[src/rtl/mexp_pkg.sv]
package mexp_pkg;

    localparam int MODULUS_RESET = 55;

    typedef enum logic [4:0] {
        ST_IDLE   = 5'b00001,
        ST_REDUCE = 5'b00010,
        ST_MULT   = 5'b00100,
        ST_SQUARE = 5'b01000,
        ST_FINISH = 5'b10000
    } mexp_state_t;

    typedef struct packed {
        logic busy;
        logic done;
    } mexp_mul_stat_t;

endpackage

[src/rtl/mexp_mulser.sv]
module mexp_mulser #(
    parameter int OPERAND_WIDTH = 16
) (
    input  logic                       clk,
    input  logic                       rst_n,
    input  logic                       start,
    input  logic [OPERAND_WIDTH-1:0]   x,
    input  logic [OPERAND_WIDTH-1:0]   y,
    input  logic [OPERAND_WIDTH:0]     modulus,
    output logic [OPERAND_WIDTH-1:0]   result,
    output mexp_pkg::mexp_mul_stat_t   stat
);

    localparam int CNT_W = $clog2(OPERAND_WIDTH);

    logic [OPERAND_WIDTH-1:0] r_reg, r_next;
    logic [OPERAND_WIDTH-1:0] x_reg, x_next;
    logic [OPERAND_WIDTH-1:0] y_reg, y_next;
    logic [CNT_W-1:0]         cnt_reg, cnt_next;
    logic                     busy_reg, busy_next;
    logic                     done_reg, done_next;

    logic [OPERAND_WIDTH:0]   dbl;
    logic [OPERAND_WIDTH-1:0] dbl_red;
    logic [OPERAND_WIDTH:0]   sum;
    logic [OPERAND_WIDTH-1:0] sum_red;

    // double, reduce, add the selected multiplicand, reduce
    always_comb
    begin
        dbl = {r_reg, 1'b0};
        if (dbl >= modulus)
        begin
            dbl_red = OPERAND_WIDTH'(dbl - modulus);
        end
        else
        begin
            dbl_red = dbl[OPERAND_WIDTH-1:0];
        end
        sum = {1'b0, dbl_red} + (y_reg[OPERAND_WIDTH-1] ? {1'b0, x_reg} : '0);
        if (sum >= modulus)
        begin
            sum_red = OPERAND_WIDTH'(sum - modulus);
        end
        else
        begin
            sum_red = sum[OPERAND_WIDTH-1:0];
        end
    end

    always_comb
    begin
        r_next    = r_reg;
        x_next    = x_reg;
        y_next    = y_reg;
        cnt_next  = cnt_reg;
        busy_next = busy_reg;
        done_next = 1'b0;
        if (start)
        begin
            r_next    = '0;
            x_next    = x;
            y_next    = y;
            cnt_next  = CNT_W'(OPERAND_WIDTH - 1);
            busy_next = 1'b1;
        end
        else if (busy_reg)
        begin
            r_next   = sum_red;
            y_next   = {y_reg[OPERAND_WIDTH-2:0], 1'b0};
            cnt_next = cnt_reg - 1'b1;
            if (cnt_reg == '0)
            begin
                busy_next = 1'b0;
                done_next = 1'b1;
            end
        end
    end

    always_ff @(posedge clk or negedge rst_n)
    begin
        if (!rst_n)
        begin
            busy_reg <= 1'b0;
            done_reg <= 1'b0;
            cnt_reg  <= '0;
        end
        else
        begin
            busy_reg <= busy_next;
            done_reg <= done_next;
            cnt_reg  <= cnt_next;
        end
    end

    always_ff @(posedge clk)
    begin
        r_reg <= r_next;
        x_reg <= x_next;
        y_reg <= y_next;
    end

    assign result    = r_reg;
    assign stat.busy = busy_reg;
    assign stat.done = done_reg;

    a_no_restart: assert property (@(posedge clk) disable iff (!rst_n)
        start |-> !busy_reg)
        else $error("multiply started while busy");

    a_done_after_busy: assert property (@(posedge clk) disable iff (!rst_n)
        done_reg |-> $past(busy_reg) && !busy_reg)
        else $error("done without a running multiply");

    a_result_reduced: assert property (@(posedge clk) disable iff (!rst_n)
        done_reg |-> ({1'b0, r_reg} < modulus))
        else $error("product not reduced");

endmodule

[src/rtl/modular_exponentiation.sv]
// Per item: one base reduction plus one modular multiply per set exponent bit and one
// squaring per exponent bit below the highest set bit; each multiply runs in the
// bit-serial multiplier. Items are taken one at a time; a new item is taken once the
// last one is finished, also while the last result still waits to be taken.
// Reset: asynchronous, active low; modulus returns to 55, channels go empty.
module modular_exponentiation #(
    parameter int OPERAND_WIDTH = 16
) (
    input  logic                     clk,
    input  logic                     rst_n,
    input  logic                     in_valid,
    output logic                     in_ready,
    input  logic [OPERAND_WIDTH-1:0] base_value,
    input  logic [OPERAND_WIDTH-1:0] exponent_value,
    output logic                     out_valid,
    input  logic                     out_ready,
    output logic [OPERAND_WIDTH-1:0] power_result,
    input  logic                     modulus_we,
    input  logic [OPERAND_WIDTH-1:0] modulus_data
);

    mexp_pkg::mexp_state_t state_reg, state_next;

    logic [OPERAND_WIDTH-1:0] modulus_reg;
    logic [OPERAND_WIDTH-1:0] sq_reg, sq_next;
    logic [OPERAND_WIDTH-1:0] acc_reg, acc_next;
    logic [OPERAND_WIDTH-1:0] ex_reg, ex_next;
    logic [OPERAND_WIDTH-1:0] out_reg, out_next;
    logic                     out_valid_reg, out_valid_next;

    logic [OPERAND_WIDTH:0]   mod_eff;
    logic [OPERAND_WIDTH-1:0] one_red;
    logic [OPERAND_WIDTH-1:0] dec_rem;
    logic                     mul_start;
    logic [OPERAND_WIDTH-1:0] mul_x;
    logic [OPERAND_WIDTH-1:0] mul_y;
    logic [OPERAND_WIDTH-1:0] mul_result;
    mexp_pkg::mexp_mul_stat_t mul_stat;

    // a zero modulus reduces by 2^OPERAND_WIDTH
    assign mod_eff = (modulus_reg == '0) ? {1'b1, {OPERAND_WIDTH{1'b0}}}
                                         : {1'b0, modulus_reg};
    assign one_red = (modulus_reg == OPERAND_WIDTH'(1)) ? '0 : OPERAND_WIDTH'(1);
    assign dec_rem = (state_reg == mexp_pkg::ST_SQUARE) ? (ex_reg >> 1) : ex_reg;

    mexp_mulser #(
        .OPERAND_WIDTH(OPERAND_WIDTH)
    ) u_mul (
        .clk     (clk),
        .rst_n   (rst_n),
        .start   (mul_start),
        .x       (mul_x),
        .y       (mul_y),
        .modulus (mod_eff),
        .result  (mul_result),
        .stat    (mul_stat)
    );

    always_comb
    begin
        state_next     = state_reg;
        sq_next        = sq_reg;
        acc_next       = acc_reg;
        ex_next        = ex_reg;
        out_next       = out_reg;
        out_valid_next = out_valid_reg && !out_ready;
        mul_start      = 1'b0;
        mul_x          = sq_reg;
        mul_y          = sq_reg;
        case (state_reg)
            mexp_pkg::ST_IDLE:
            begin
                if (in_valid)
                begin
                    ex_next    = exponent_value;
                    acc_next   = OPERAND_WIDTH'(1);
                    mul_start  = 1'b1;
                    mul_x      = one_red;
                    mul_y      = base_value;
                    state_next = mexp_pkg::ST_REDUCE;
                end
            end
            mexp_pkg::ST_REDUCE, mexp_pkg::ST_SQUARE:
            begin
                if (mul_stat.done)
                begin
                    sq_next = mul_result;
                    ex_next = dec_rem;
                    if (dec_rem == '0)
                    begin
                        state_next = mexp_pkg::ST_FINISH;
                    end
                    else if (dec_rem[0])
                    begin
                        mul_start  = 1'b1;
                        mul_x      = mul_result;
                        mul_y      = acc_reg;
                        state_next = mexp_pkg::ST_MULT;
                    end
                    else
                    begin
                        mul_start  = 1'b1;
                        mul_x      = mul_result;
                        mul_y      = mul_result;
                        state_next = mexp_pkg::ST_SQUARE;
                    end
                end
            end
            mexp_pkg::ST_MULT:
            begin
                if (mul_stat.done)
                begin
                    acc_next = mul_result;
                    if (ex_reg[OPERAND_WIDTH-1:1] == '0)
                    begin
                        state_next = mexp_pkg::ST_FINISH;
                    end
                    else
                    begin
                        mul_start  = 1'b1;
                        state_next = mexp_pkg::ST_SQUARE;
                    end
                end
            end
            mexp_pkg::ST_FINISH:
            begin
                if (!out_valid_reg || out_ready)
                begin
                    out_next       = acc_reg;
                    out_valid_next = 1'b1;
                    state_next     = mexp_pkg::ST_IDLE;
                end
            end
            default:
            begin
                state_next = mexp_pkg::ST_IDLE;
            end
        endcase
    end

    always_ff @(posedge clk or negedge rst_n)
    begin
        if (!rst_n)
        begin
            state_reg     <= mexp_pkg::ST_IDLE;
            out_valid_reg <= 1'b0;
            modulus_reg   <= OPERAND_WIDTH'(mexp_pkg::MODULUS_RESET);
        end
        else
        begin
            state_reg     <= state_next;
            out_valid_reg <= out_valid_next;
            if (modulus_we)
            begin
                modulus_reg <= modulus_data;
            end
        end
    end

    always_ff @(posedge clk)
    begin
        sq_reg  <= sq_next;
        acc_reg <= acc_next;
        ex_reg  <= ex_next;
        out_reg <= out_next;
    end

    assign in_ready     = (state_reg == mexp_pkg::ST_IDLE);
    assign out_valid    = out_valid_reg;
    assign power_result = out_reg;

    a_start_when_free: assert property (@(posedge clk) disable iff (!rst_n)
        mul_start |-> !mul_stat.busy)
        else $error("multiply launched while busy");

    a_accept_to_reduce: assert property (@(posedge clk) disable iff (!rst_n)
        (in_valid && in_ready) |=> (state_reg == mexp_pkg::ST_REDUCE) && mul_stat.busy)
        else $error("accepted item did not start base reduction");

    a_wait_has_mul: assert property (@(posedge clk) disable iff (!rst_n)
        ((state_reg == mexp_pkg::ST_REDUCE) || (state_reg == mexp_pkg::ST_MULT)
            || (state_reg == mexp_pkg::ST_SQUARE)) |-> (mul_stat.busy || mul_stat.done))
        else $error("waiting on a multiply that is not running");

    a_square_reduced: assert property (@(posedge clk) disable iff (!rst_n)
        (state_reg == mexp_pkg::ST_MULT) |-> ({1'b0, sq_reg} < mod_eff))
        else $error("running square not reduced");

endmodule
[config.mk]
export PLATFORM = sky130hd
export DESIGN_NAME = modular_exponentiation
export DESIGN_NICKNAME = d
export VERILOG_FILES = /design/src/rtl/mexp_pkg.sv /design/src/rtl/mexp_mulser.sv /design/src/rtl/modular_exponentiation.sv
export SDC_FILE = /design/constraint.sdc
export NUM_CORES = 1
export LEC_CHECK = 0
export ABC_AREA = 1
export BUFFER_PORTS_ARGS = -buffer_cell sky130_fd_sc_hd__buf_2
export CAP_MARGIN = 20
export CORE_MARGIN = 1
export CORE_UTILIZATION = 41
export DETAILED_ROUTE_END_ITERATION = 8
export SKIP_CTS_REPAIR_TIMING = 1
export SYNTH_ARGS = -nofsm -noshare
export SYNTH_HDL_FRONTEND = slang
export SYNTH_SLANG_ARGS = --single-unit
[constraint.sdc]
create_clock -name clk -period 13.1 [get_ports clk]
set_input_delay 0.655 -clock clk [delete_from_list [all_inputs] [get_ports clk]]
set_output_delay 0.655 -clock clk [all_outputs]
set_load 0.03 [all_outputs]
After elaboration in Yosys (flattened, before gate mapping)
Index checks and enable logic that the tools add are counted.
Operators by class
  eq/ne operators: 10
  add/sub/neg operators: 4
  multiplexer cells: 47
  reductions and logical operators: 17
  $lt $le $gt $ge: 2
Operators by type and width (count)
  2-to-1 mux 16 bit: 17
  case mux 16 bit (2 select lines): 4
  greater-or-equal comparator 17 bit: 2
  zero test 16 bit: 2
  subtractor 16 bit: 2
  2-to-1 mux 5 bit: 6
  case mux 5 bit (4 select lines): 1
  adder 16 x 16 -> 17 bit: 1
  2-to-1 mux 17 bit: 1
  == test 16 x 1 -> 1 bit, second input constant: 1
  zero test 15 bit: 1
  2-to-1 mux 1 bit: 14
  2-to-1 mux 4 bit: 3
  AND reduction 3 bit: 2
  nonzero test 2 bit: 3
  == test 5 x 1 -> 1 bit, second input constant: 1
  == test 5 x 2 -> 1 bit, second input constant: 1
  == test 5 x 3 -> 1 bit, second input constant: 1
  == test 5 x 4 -> 1 bit, second input constant: 1
  == test 5 bit, second input constant: 1
  zero test 4 bit: 1
  inequality test 2 x 1 -> 1 bit, second input constant: 2
  inequality test 2 bit, second input constant: 2
  AND reduction 2 bit: 2
  other kinds (7): 8
Word-level totals
  register bits: 140
  logic and storage cells: 93
  input port bits: 53
  output and inout port bits: 18

Depth between registers and ports, before layout
Gate-level depths: netlist (run 1).
  word-level depth: 7
  gate-level depth with buffers: 38
  mapped depth without buffers: 37

Cells and area by module
A second synthesis (run 1) with hierarchy kept.
Unflattened totals
  cells, all modules: 1386
  area total of the unflattened synthesis: 10095.9 sq um
By module, submodules not included
  mexp_mulser: area an instance 5355.1 sq um, instances 1, cells each 828, seq. area each 1431.4 sq um
  modular_exponentiation: area an instance 4740.8 sq um, instances 1, cells each 558, seq. area each 2479.9 sq um

Worst setup path before layout (run 1)
OpenSTA, ideal clock, no wires.
  kind: register -> register
  from: register modulus_reg[1]
  to: register u_mul.r_reg[10], in the netlist u_mul.result[10]
  clock period less this slack: 5.005 ns
  setup slack: 8.095 ns
  setup time: 0.137 ns
  required time: 12.963 ns
  data arrival time: 4.868 ns
  buffers on the path: 2
  cell stages (with the launch flop): 36
  cell sequence: dfstp_2 inv_1 ha_1 nand3_1 nand2_1 a21oi_1 o21ai_0 nand2_1 inv_1 nand2_1 nand3_1 clkbuf_1 nand2_1 inv_1 ha_1 inv_1 fa_1 nand3b_1 nand2_1 a21boi_0 o21ai_0 xnor2_1 inv_1 ha_1 nand2_1 inv_1 nand2_1 nor2_1 nand4_1 nand3_1 nor2_1 nand2_1 buf_2 o21ai_0 nand3_1 a21oi_1
On the way
  word-level cells in the longest chain between the ends: 7
  elaborated cells between the ends (all ways): 9
  those cells by class: add/sub (3); order compare (2); mux (3); reduce/logical (1)
RTL lines
  start, declared: line modular_exponentiation.sv:24  | logic [OPERAND_WIDTH-1:0] modulus_reg;
  start signal, assigned: line modular_exponentiation.sv:147  | modulus_reg <= OPERAND_WIDTH'(mexp_pkg::MODULUS_RESET);
  start signal, assigned: line modular_exponentiation.sv:155  | modulus_reg <= modulus_data;
  zero test 16 bit: line modular_exponentiation.sv:41  | assign mod_eff = (modulus_reg == '0) ? {1'b1, {OPERAND_WIDTH{1'b0}}}
  2-to-1 mux 17 bit *: line modular_exponentiation.sv:41
  subtractor 16 bit or greater-or-equal comparator 17 bit (tied branches): line mexp_mulser.sv:34, mexp_mulser.sv:32
  2-to-1 mux 16 bit: line mexp_mulser.sv:32  | if (dbl >= modulus)
  adder 16 x 16 -> 17 bit: line mexp_mulser.sv:40  | sum = {1'b0, dbl_red} + (y_reg[OPERAND_WIDTH-1] ? {1'b0, x_reg} : '0);
  subtractor 16 bit or greater-or-equal comparator 17 bit (tied branches): line mexp_mulser.sv:43, mexp_mulser.sv:41
  2-to-1 mux 16 bit *: line mexp_mulser.sv:41  | if (sum >= modulus)
  end signal, assigned: line mexp_mulser.sv:98  | r_reg <= r_next;
  end, declared: line mexp_mulser.sv:16  | logic [OPERAND_WIDTH-1:0] r_reg, r_next;
Mark *: on every way between the ends. The rest lies on a longest branch, timed or not.
A chain may end at the register's enable or synchronous reset.

Worst setup path in the final report (run 1)
  from: register modulus_reg[6]
  to: register u_mul.r_reg[15], in the netlist u_mul.result[15]
The elaborated chain is that of the path after synthesis.

==> results of run 1 <==
cell usage in the layout (no fill, tap or decap), types with 6 or more instances in the layout:
| master | synthesis | routed |
|---|---|---|
| a21o_1 | 8 | 8 |
| nand3_1 | 65 | 65 |
| buf_2 | 12 | 70 |
| nor4_1 | 6 | 6 |
| nor3_1 | 7 | 7 |
| dfstp_2 | 6 | 6 |
| inv_1 | 140 | 140 |
| nand2_1 | 326 | 325 |
| a31oi_1 | 14 | 14 |
| nor2_1 | 145 | 144 |
| xnor2_1 | 15 | 15 |
| o21ai_0 | 102 | 102 |
| ha_1 | 52 | 52 |
| nand4_1 | 26 | 26 |
| dfxtp_1 | 16 | 16 |
| dfrtp_1 | 22 | 22 |
| xor2_1 | 18 | 18 |
| clkbuf_16 | 0 | 17 |
| a21oi_1 | 75 | 75 |
| edfxtp_1 | 96 | 96 |
per-stage QoR:
stage                     worst slack, ps  hold slack, ps  util (%)  area [um^2]
final                                5940             257      46.7        10500
after CTS                            6070             286      46.6        10500
after global routing                 5200             315      46.7        10500
after floorplan                      8100             359         -         9410
after global placement               6110             434      44.0         9940
after detailed placement             6100             435      44.1         9950
area by class of cell:
cell class	count	area (um^2)	share of cell area [%]
clock buffer	17	425	4.03
sequential	140	3910	37.1
timing repair buffer	76	415	3.94
tap	285	357	3.38
clock inverter	15	144	1.36
inverter	145	544	5.16
multi-input combinational	909	4750	45.0
cell families (layout without fill, tap and decap cells):
group	after synthesis	in the layout	synth area share [%]
AND/OR/NAND/NOR	597	597	26.8
XOR/XNOR	33	33	3.07
buffers and inverters	187	253	7.98
flip-flops	140	140	41.6
adder cells (fa/ha/maj)	55	55	7.56
AO/OA/AOI/OAI	224	224	13.0
how the worst max path moves through the flow:
| stage | from | to | slack (ps) | cells after the start |
|---|---|---|---|---|
| 2_1_floorplan | modulus_reg[1] | u_mul.result[10] | 8100 | 35 |
| 3_3_place_gp | modulus_reg[6] | u_mul.result[15] | 6110 | 31 |
| 3_5_place_dp | modulus_reg[6] | u_mul.result[15] | 6100 | 31 |
| 4_1_cts | modulus_reg[6] | u_mul.result[15] | 6070 | 31 |
| 5_1_grt | modulus_reg[6] | u_mul.result[15] | 5200 | 32 |
| 6_report | modulus_reg[6] | u_mul.result[15] | 5940 | 31 |
critical path, delay by kind of cell, from the launching register on:
family,cells,cell delay (ps)
AO/OA/AOI/OAI,7,1610
adder cells (fa/ha/maj),3,1060
XOR/XNOR,1,300
buffers and inverters,4,580
AND/OR/NAND/NOR,16,3100
flip-flops,1,370
routing by layer:
metal  vias up  wire (um)
met1      3898      13100
met5         -          0
met4         0        788
li1       4219          -
met3        43       1230
met2       223      12400
==> out/qor.yml, run 1 <==
sta:
  rsz0062_at_grt: "no"
  worst_slew_pin_slew_ps: 947
  layout_min_cycle_time_ps: 7160
  skew_ps: 11.0
  finalSetupViolations: 0
  finalMaxSlewViolations: 0
  finalSetupTns_ps: 0
  max_freq_mhz: 140
  hold_violations: 0
  final.period_utilization_pct: 54.7
  relSlewSlack_pct: 36.7
synthesis:
  netlist.area_leader.share_pct: 30.7
  syn_inst: 1236
  ys_warn_count: 0
  synth-seq-area-share_pct: 41.6
  synth_ff_type: "edfxtp_1"
  syn_avg_cell_area_um2: 7.61
  synth_area_mm2: 0.00941
  async_flop_share_pct: 20.0
  synth.area.top_cells: "edfxtp_1 31%, nand2_1 13%, ha_1 6.9%, dfrtp_1 5.9%, nor2_1 5.8%"
  yosysUniqueCellTypes: 45
  synth-edff-count: 96
  yosysTopAreaCell: "edfxtp_1"
  syn-num-nets: 1344
  synth.ff_latch_count: 140
  yosysMostFrequentCell: "nand2_1"
  yosys-top-cells-count: "326 x nand2_1, 145 x nor2_1, 140 x inv_1"
critical_path:
  rr_worst_depth: 31
  cp_max_fo: 30
  cpPeakStageDelay_ps: 690
  worst_setup_path_end_kind: "flip-flop"
  r2r-end: "u_mul.result[15]"
  cpMostUsedCell: "nand2_1"
  regToRegStartpoint: "modulus_reg[6]"
  slowest_stage: "nand3_1"
  arrival_ps: 7440
  cp.required_ps: 13380
  rrSetupSlack_ps: 5940
  worst_setup_path_start_kind: "flip-flop"
  path_class: "reg -> reg"
placement:
  place_inst: 1554
  dp_hpwl_um: 21100
  io_buffers: 70
  globalplace.congestion: 0.990
routing:
  routed_wl_um: 27500
  first_iter_violations: 730
  drc: 0
  drt-vias-per-instance: 5.28
  wl_per_cell_um: 17.3
  dr.pass1.iters: 5
  ant_nets: 0
  vias: 8383
floorplanning:
  dieArea_mm2: 0.0236
  fp.dieW_um: 153
  num_io_pins: 71
  core_region_area_mm2: 0.0226
  fp.dieH_um: 153
  rows: 55
  start_util_pct: 41.7
finish:
  fin_nets: 1397
  stdcell_count: 1587
  area_growth_pct: 12.1
  drive_gt1_share_pct: 10.6
  fill_cells: 2293
  num_antenna_cells: 0
global_route:
  gr-total-overflow: 0
  use_met3_pct: 3.63
  grt_pass1_vias: 7811
  grt_pass1_wl_um: 43200
  grt_antenna_before_repair: 0
  grt_start_max_net_pins: 66
  grt.busiest_layer: "met2"
  track_usage_pct: 24.0
  grtUsageMet2_pct: 38.0
  grt_util_met1_pct: 33.2
cts:
  cts-root-buf: "clkbuf_16"
  clk_pin_slew_ps: 70
  clockBufferDepth: 2
  htreeDepth: 4
  numCtsBuffers: 17
  clock_latency_ps: 430
  cts_sinks: 140
  cts_tree: "done"
hold_path:
  worstHoldPathType: "in -> async"
outcome:
  run_status: "finished clean"
flow_run:
  max_cap_viol_count: 0
Power of run 1 is not shown: default switching activity piles up to over one toggle a cycle in this logic, so the estimate is an artifact.
==> run 2, diff against run 1 <==
Clock period 13.1 ns to 5.85 ns, I/O delays scaled along.
==> run 2 against run 1 <==
Effect of this change: die area unchanged; final cell count grew 2.2%; via count up 1.4%; fmax grew 33%; first-iteration DRC count shrank 3.3%; clock skew down 2.0 ps; routed wire length decreased by 1.1%; non-clock buffer count grew 35; setup slack lost 5500 ps; sequential share of layout area decreased by 1.4 points; register-to-register slack got worse by 5500 ps; count of clock-buffer cells in the layout rose by 1; critical endpoint is now u_mul.result[1]; critical path type unchanged.
==> out/qor.yml, run 2 (synthesized netlist as in run 1, its figures left out) <==
critical_path:
  worstSetupStartpoint: "modulus_reg[2]"
  cp_max_fo: 19
  regToRegStartpoint: "modulus_reg[2]"
  arrival_ps: 5730
  cpPeakStageDelay_ps: 520
  cp-endpoint: "u_mul.result[1]"
  rrSetupSlack_ps: 470
  r2r-end: "u_mul.result[1]"
  worst_setup_path_start_kind: "flip-flop"
  rr_worst_depth: 30
  cp.required_ps: 6200
  cpMostUsedCell: "nand2_1"
  worst_setup_path_end_kind: "flip-flop"
  path_class: "reg -> reg"
  slowest_stage: "dfstp_2"
global_route:
  grt_start_max_net_pins: 42
  grt_pass1_wl_um: 43500
  gr-total-overflow: 0
  track_usage_pct: 23.8
  grt_antenna_before_repair: 0
  grt_pass1_vias: 8052
floorplanning:
  fp.dieH_um: 153
  rows: 55
  num_io_pins: 71
  dieArea_mm2: 0.0236
  core_region_area_mm2: 0.0226
  fp.dieW_um: 153
  start_util_pct: 41.7
finish:
  fill_cells: 2250
  area_growth_pct: 16.4
  layout_common_cells: "324 x nand2_1, 144 x nor2_1, 138 x inv_1"
  final_common_cell: "nand2_1"
  fin_nets: 1432
  drive_gt1_share_pct: 14.1
  num_antenna_cells: 0
routing:
  drt-vias-per-instance: 5.24
  routed-wl-met2_um: 11900
  vias: 8498
  drc: 0
  ant_nets: 0
  wl_per_cell_um: 16.8
  first_iter_violations: 706
  routed_wl_um: 27200
  wl_met3_um: 1450
  highest_layer: "met4"
  dr.pass1.iters: 5
  wl_met1_um: 13100
sta:
  layout_min_cycle_time_ps: 5380
  finalSetupTns_ps: 0
  rsz0062_at_grt: "no"
  skew_ps: 9.06
  finalMaxSlewViolations: 0
  worst_slew_pin_slew_ps: 960
  relSlewSlack_pct: 35.9
  final.period_utilization_pct: 91.9
  max_freq_mhz: 186
  hold_violations: 0
  finalSetupViolations: 0
cts:
  cts_sinks: 140
  cts-root-buf: "clkbuf_16"
  htreeDepth: 4
  clock_latency_ps: 430
  clockBufferDepth: 2
  cts_tree: "done"
  numCtsBuffers: 17
  clk_pin_slew_ps: 60
placement:
  dp_hpwl_um: 21000
  io_buffers: 70
  globalplace.congestion: 0.933
outcome:
  run_status: "finished clean"
flow_run:
  max_cap_viol_count: 0
hold_path:
  worstHoldPathType: "in -> reg"
[run 2: cell types whose count changed in the layout (fill, tap and decap cells not counted), moves of 3 or more]
cell       before  now
ha_1           52   49
buf_4           5   38
bufinv_16       0    3
a21oi_1        75   71
inv_8           5    0
o21ai_0       102   92
a21oi_2         1    4
o21ai_1         3   10
o21ai_2         0    3
[run 2: cell type report]
cell class                      count  area (um^2)  share of cell area (%)
Tap cell                          285          357                    3.26
Sequential cell                   140         3910                    35.7
Clock buffer                       18          429                    3.92
Timing Repair Buffer              111          684                    6.25
Multi-Input combinational cell    909         4850                    44.3
Inverter                          145          548                    5.01
Clock inverter                     14          168                    1.53
[run 2: routing by layer]
| layer | vias to the layer above | GRT usage (%) |
|---|---|---|
| li1 | 4288 | - |
| met1 | 3886 | 34.0 |
| met2 | 283 | 36.6 |
| met3 | 41 | 3.60 |
| met4 | 0 | 8.38 |
| met5 | - | 0 |
[run 2: how the worst min path moves through the flow]
| stage | startpoint | to | slack (ps) | depth (start not counted) |
|---|---|---|---|---|
| after global placement | rst_n | modulus_reg[6] | 380 | 1 |
| after CTS | rst_n | modulus_reg[7] | -80 | 1 |
| final | out_ready | out_valid | 60 | 2 |
| after detailed placement | rst_n | modulus_reg[7] | 370 | 1 |
| after floorplan | rst_n | modulus_reg[10] | -3 | 0 |
| after global routing | modulus_data[14] | modulus_reg[14] | 70 | 3 |
[run 2: through the flow]
stage | cell area (um^2) | utilization, % | cells | hold WS (ps) | setup WS (ps)
4_1_cts | 10800 | 47.7 | 1616 | -84.3 | 1.72
3_3_place_gp | 10200 | 45.0 | 1583 | 377 | 101
6_report | 10900 | 48.5 | 1622 | 62.9 | 472
3_5_place_dp | 10200 | 45.1 | 1584 | 369 | 44.9
5_1_grt | 10900 | 48.5 | 1622 | 65.9 | 22.4
2_1_floorplan | 9410 | - | 1236 | -3.09 | 845
[run 2: worst max-delay path: cells and delay by family, from the launching register on]
family / cells / cell delay [ps]
xor+xnor: 1 / 200
compound gates: 8 / 1370
buf+inv: 6 / 850
simple gates: 12 / 1290
fa+ha+maj: 3 / 1060
flops: 1 / 520
Power of run 2 is left out for the same reason.
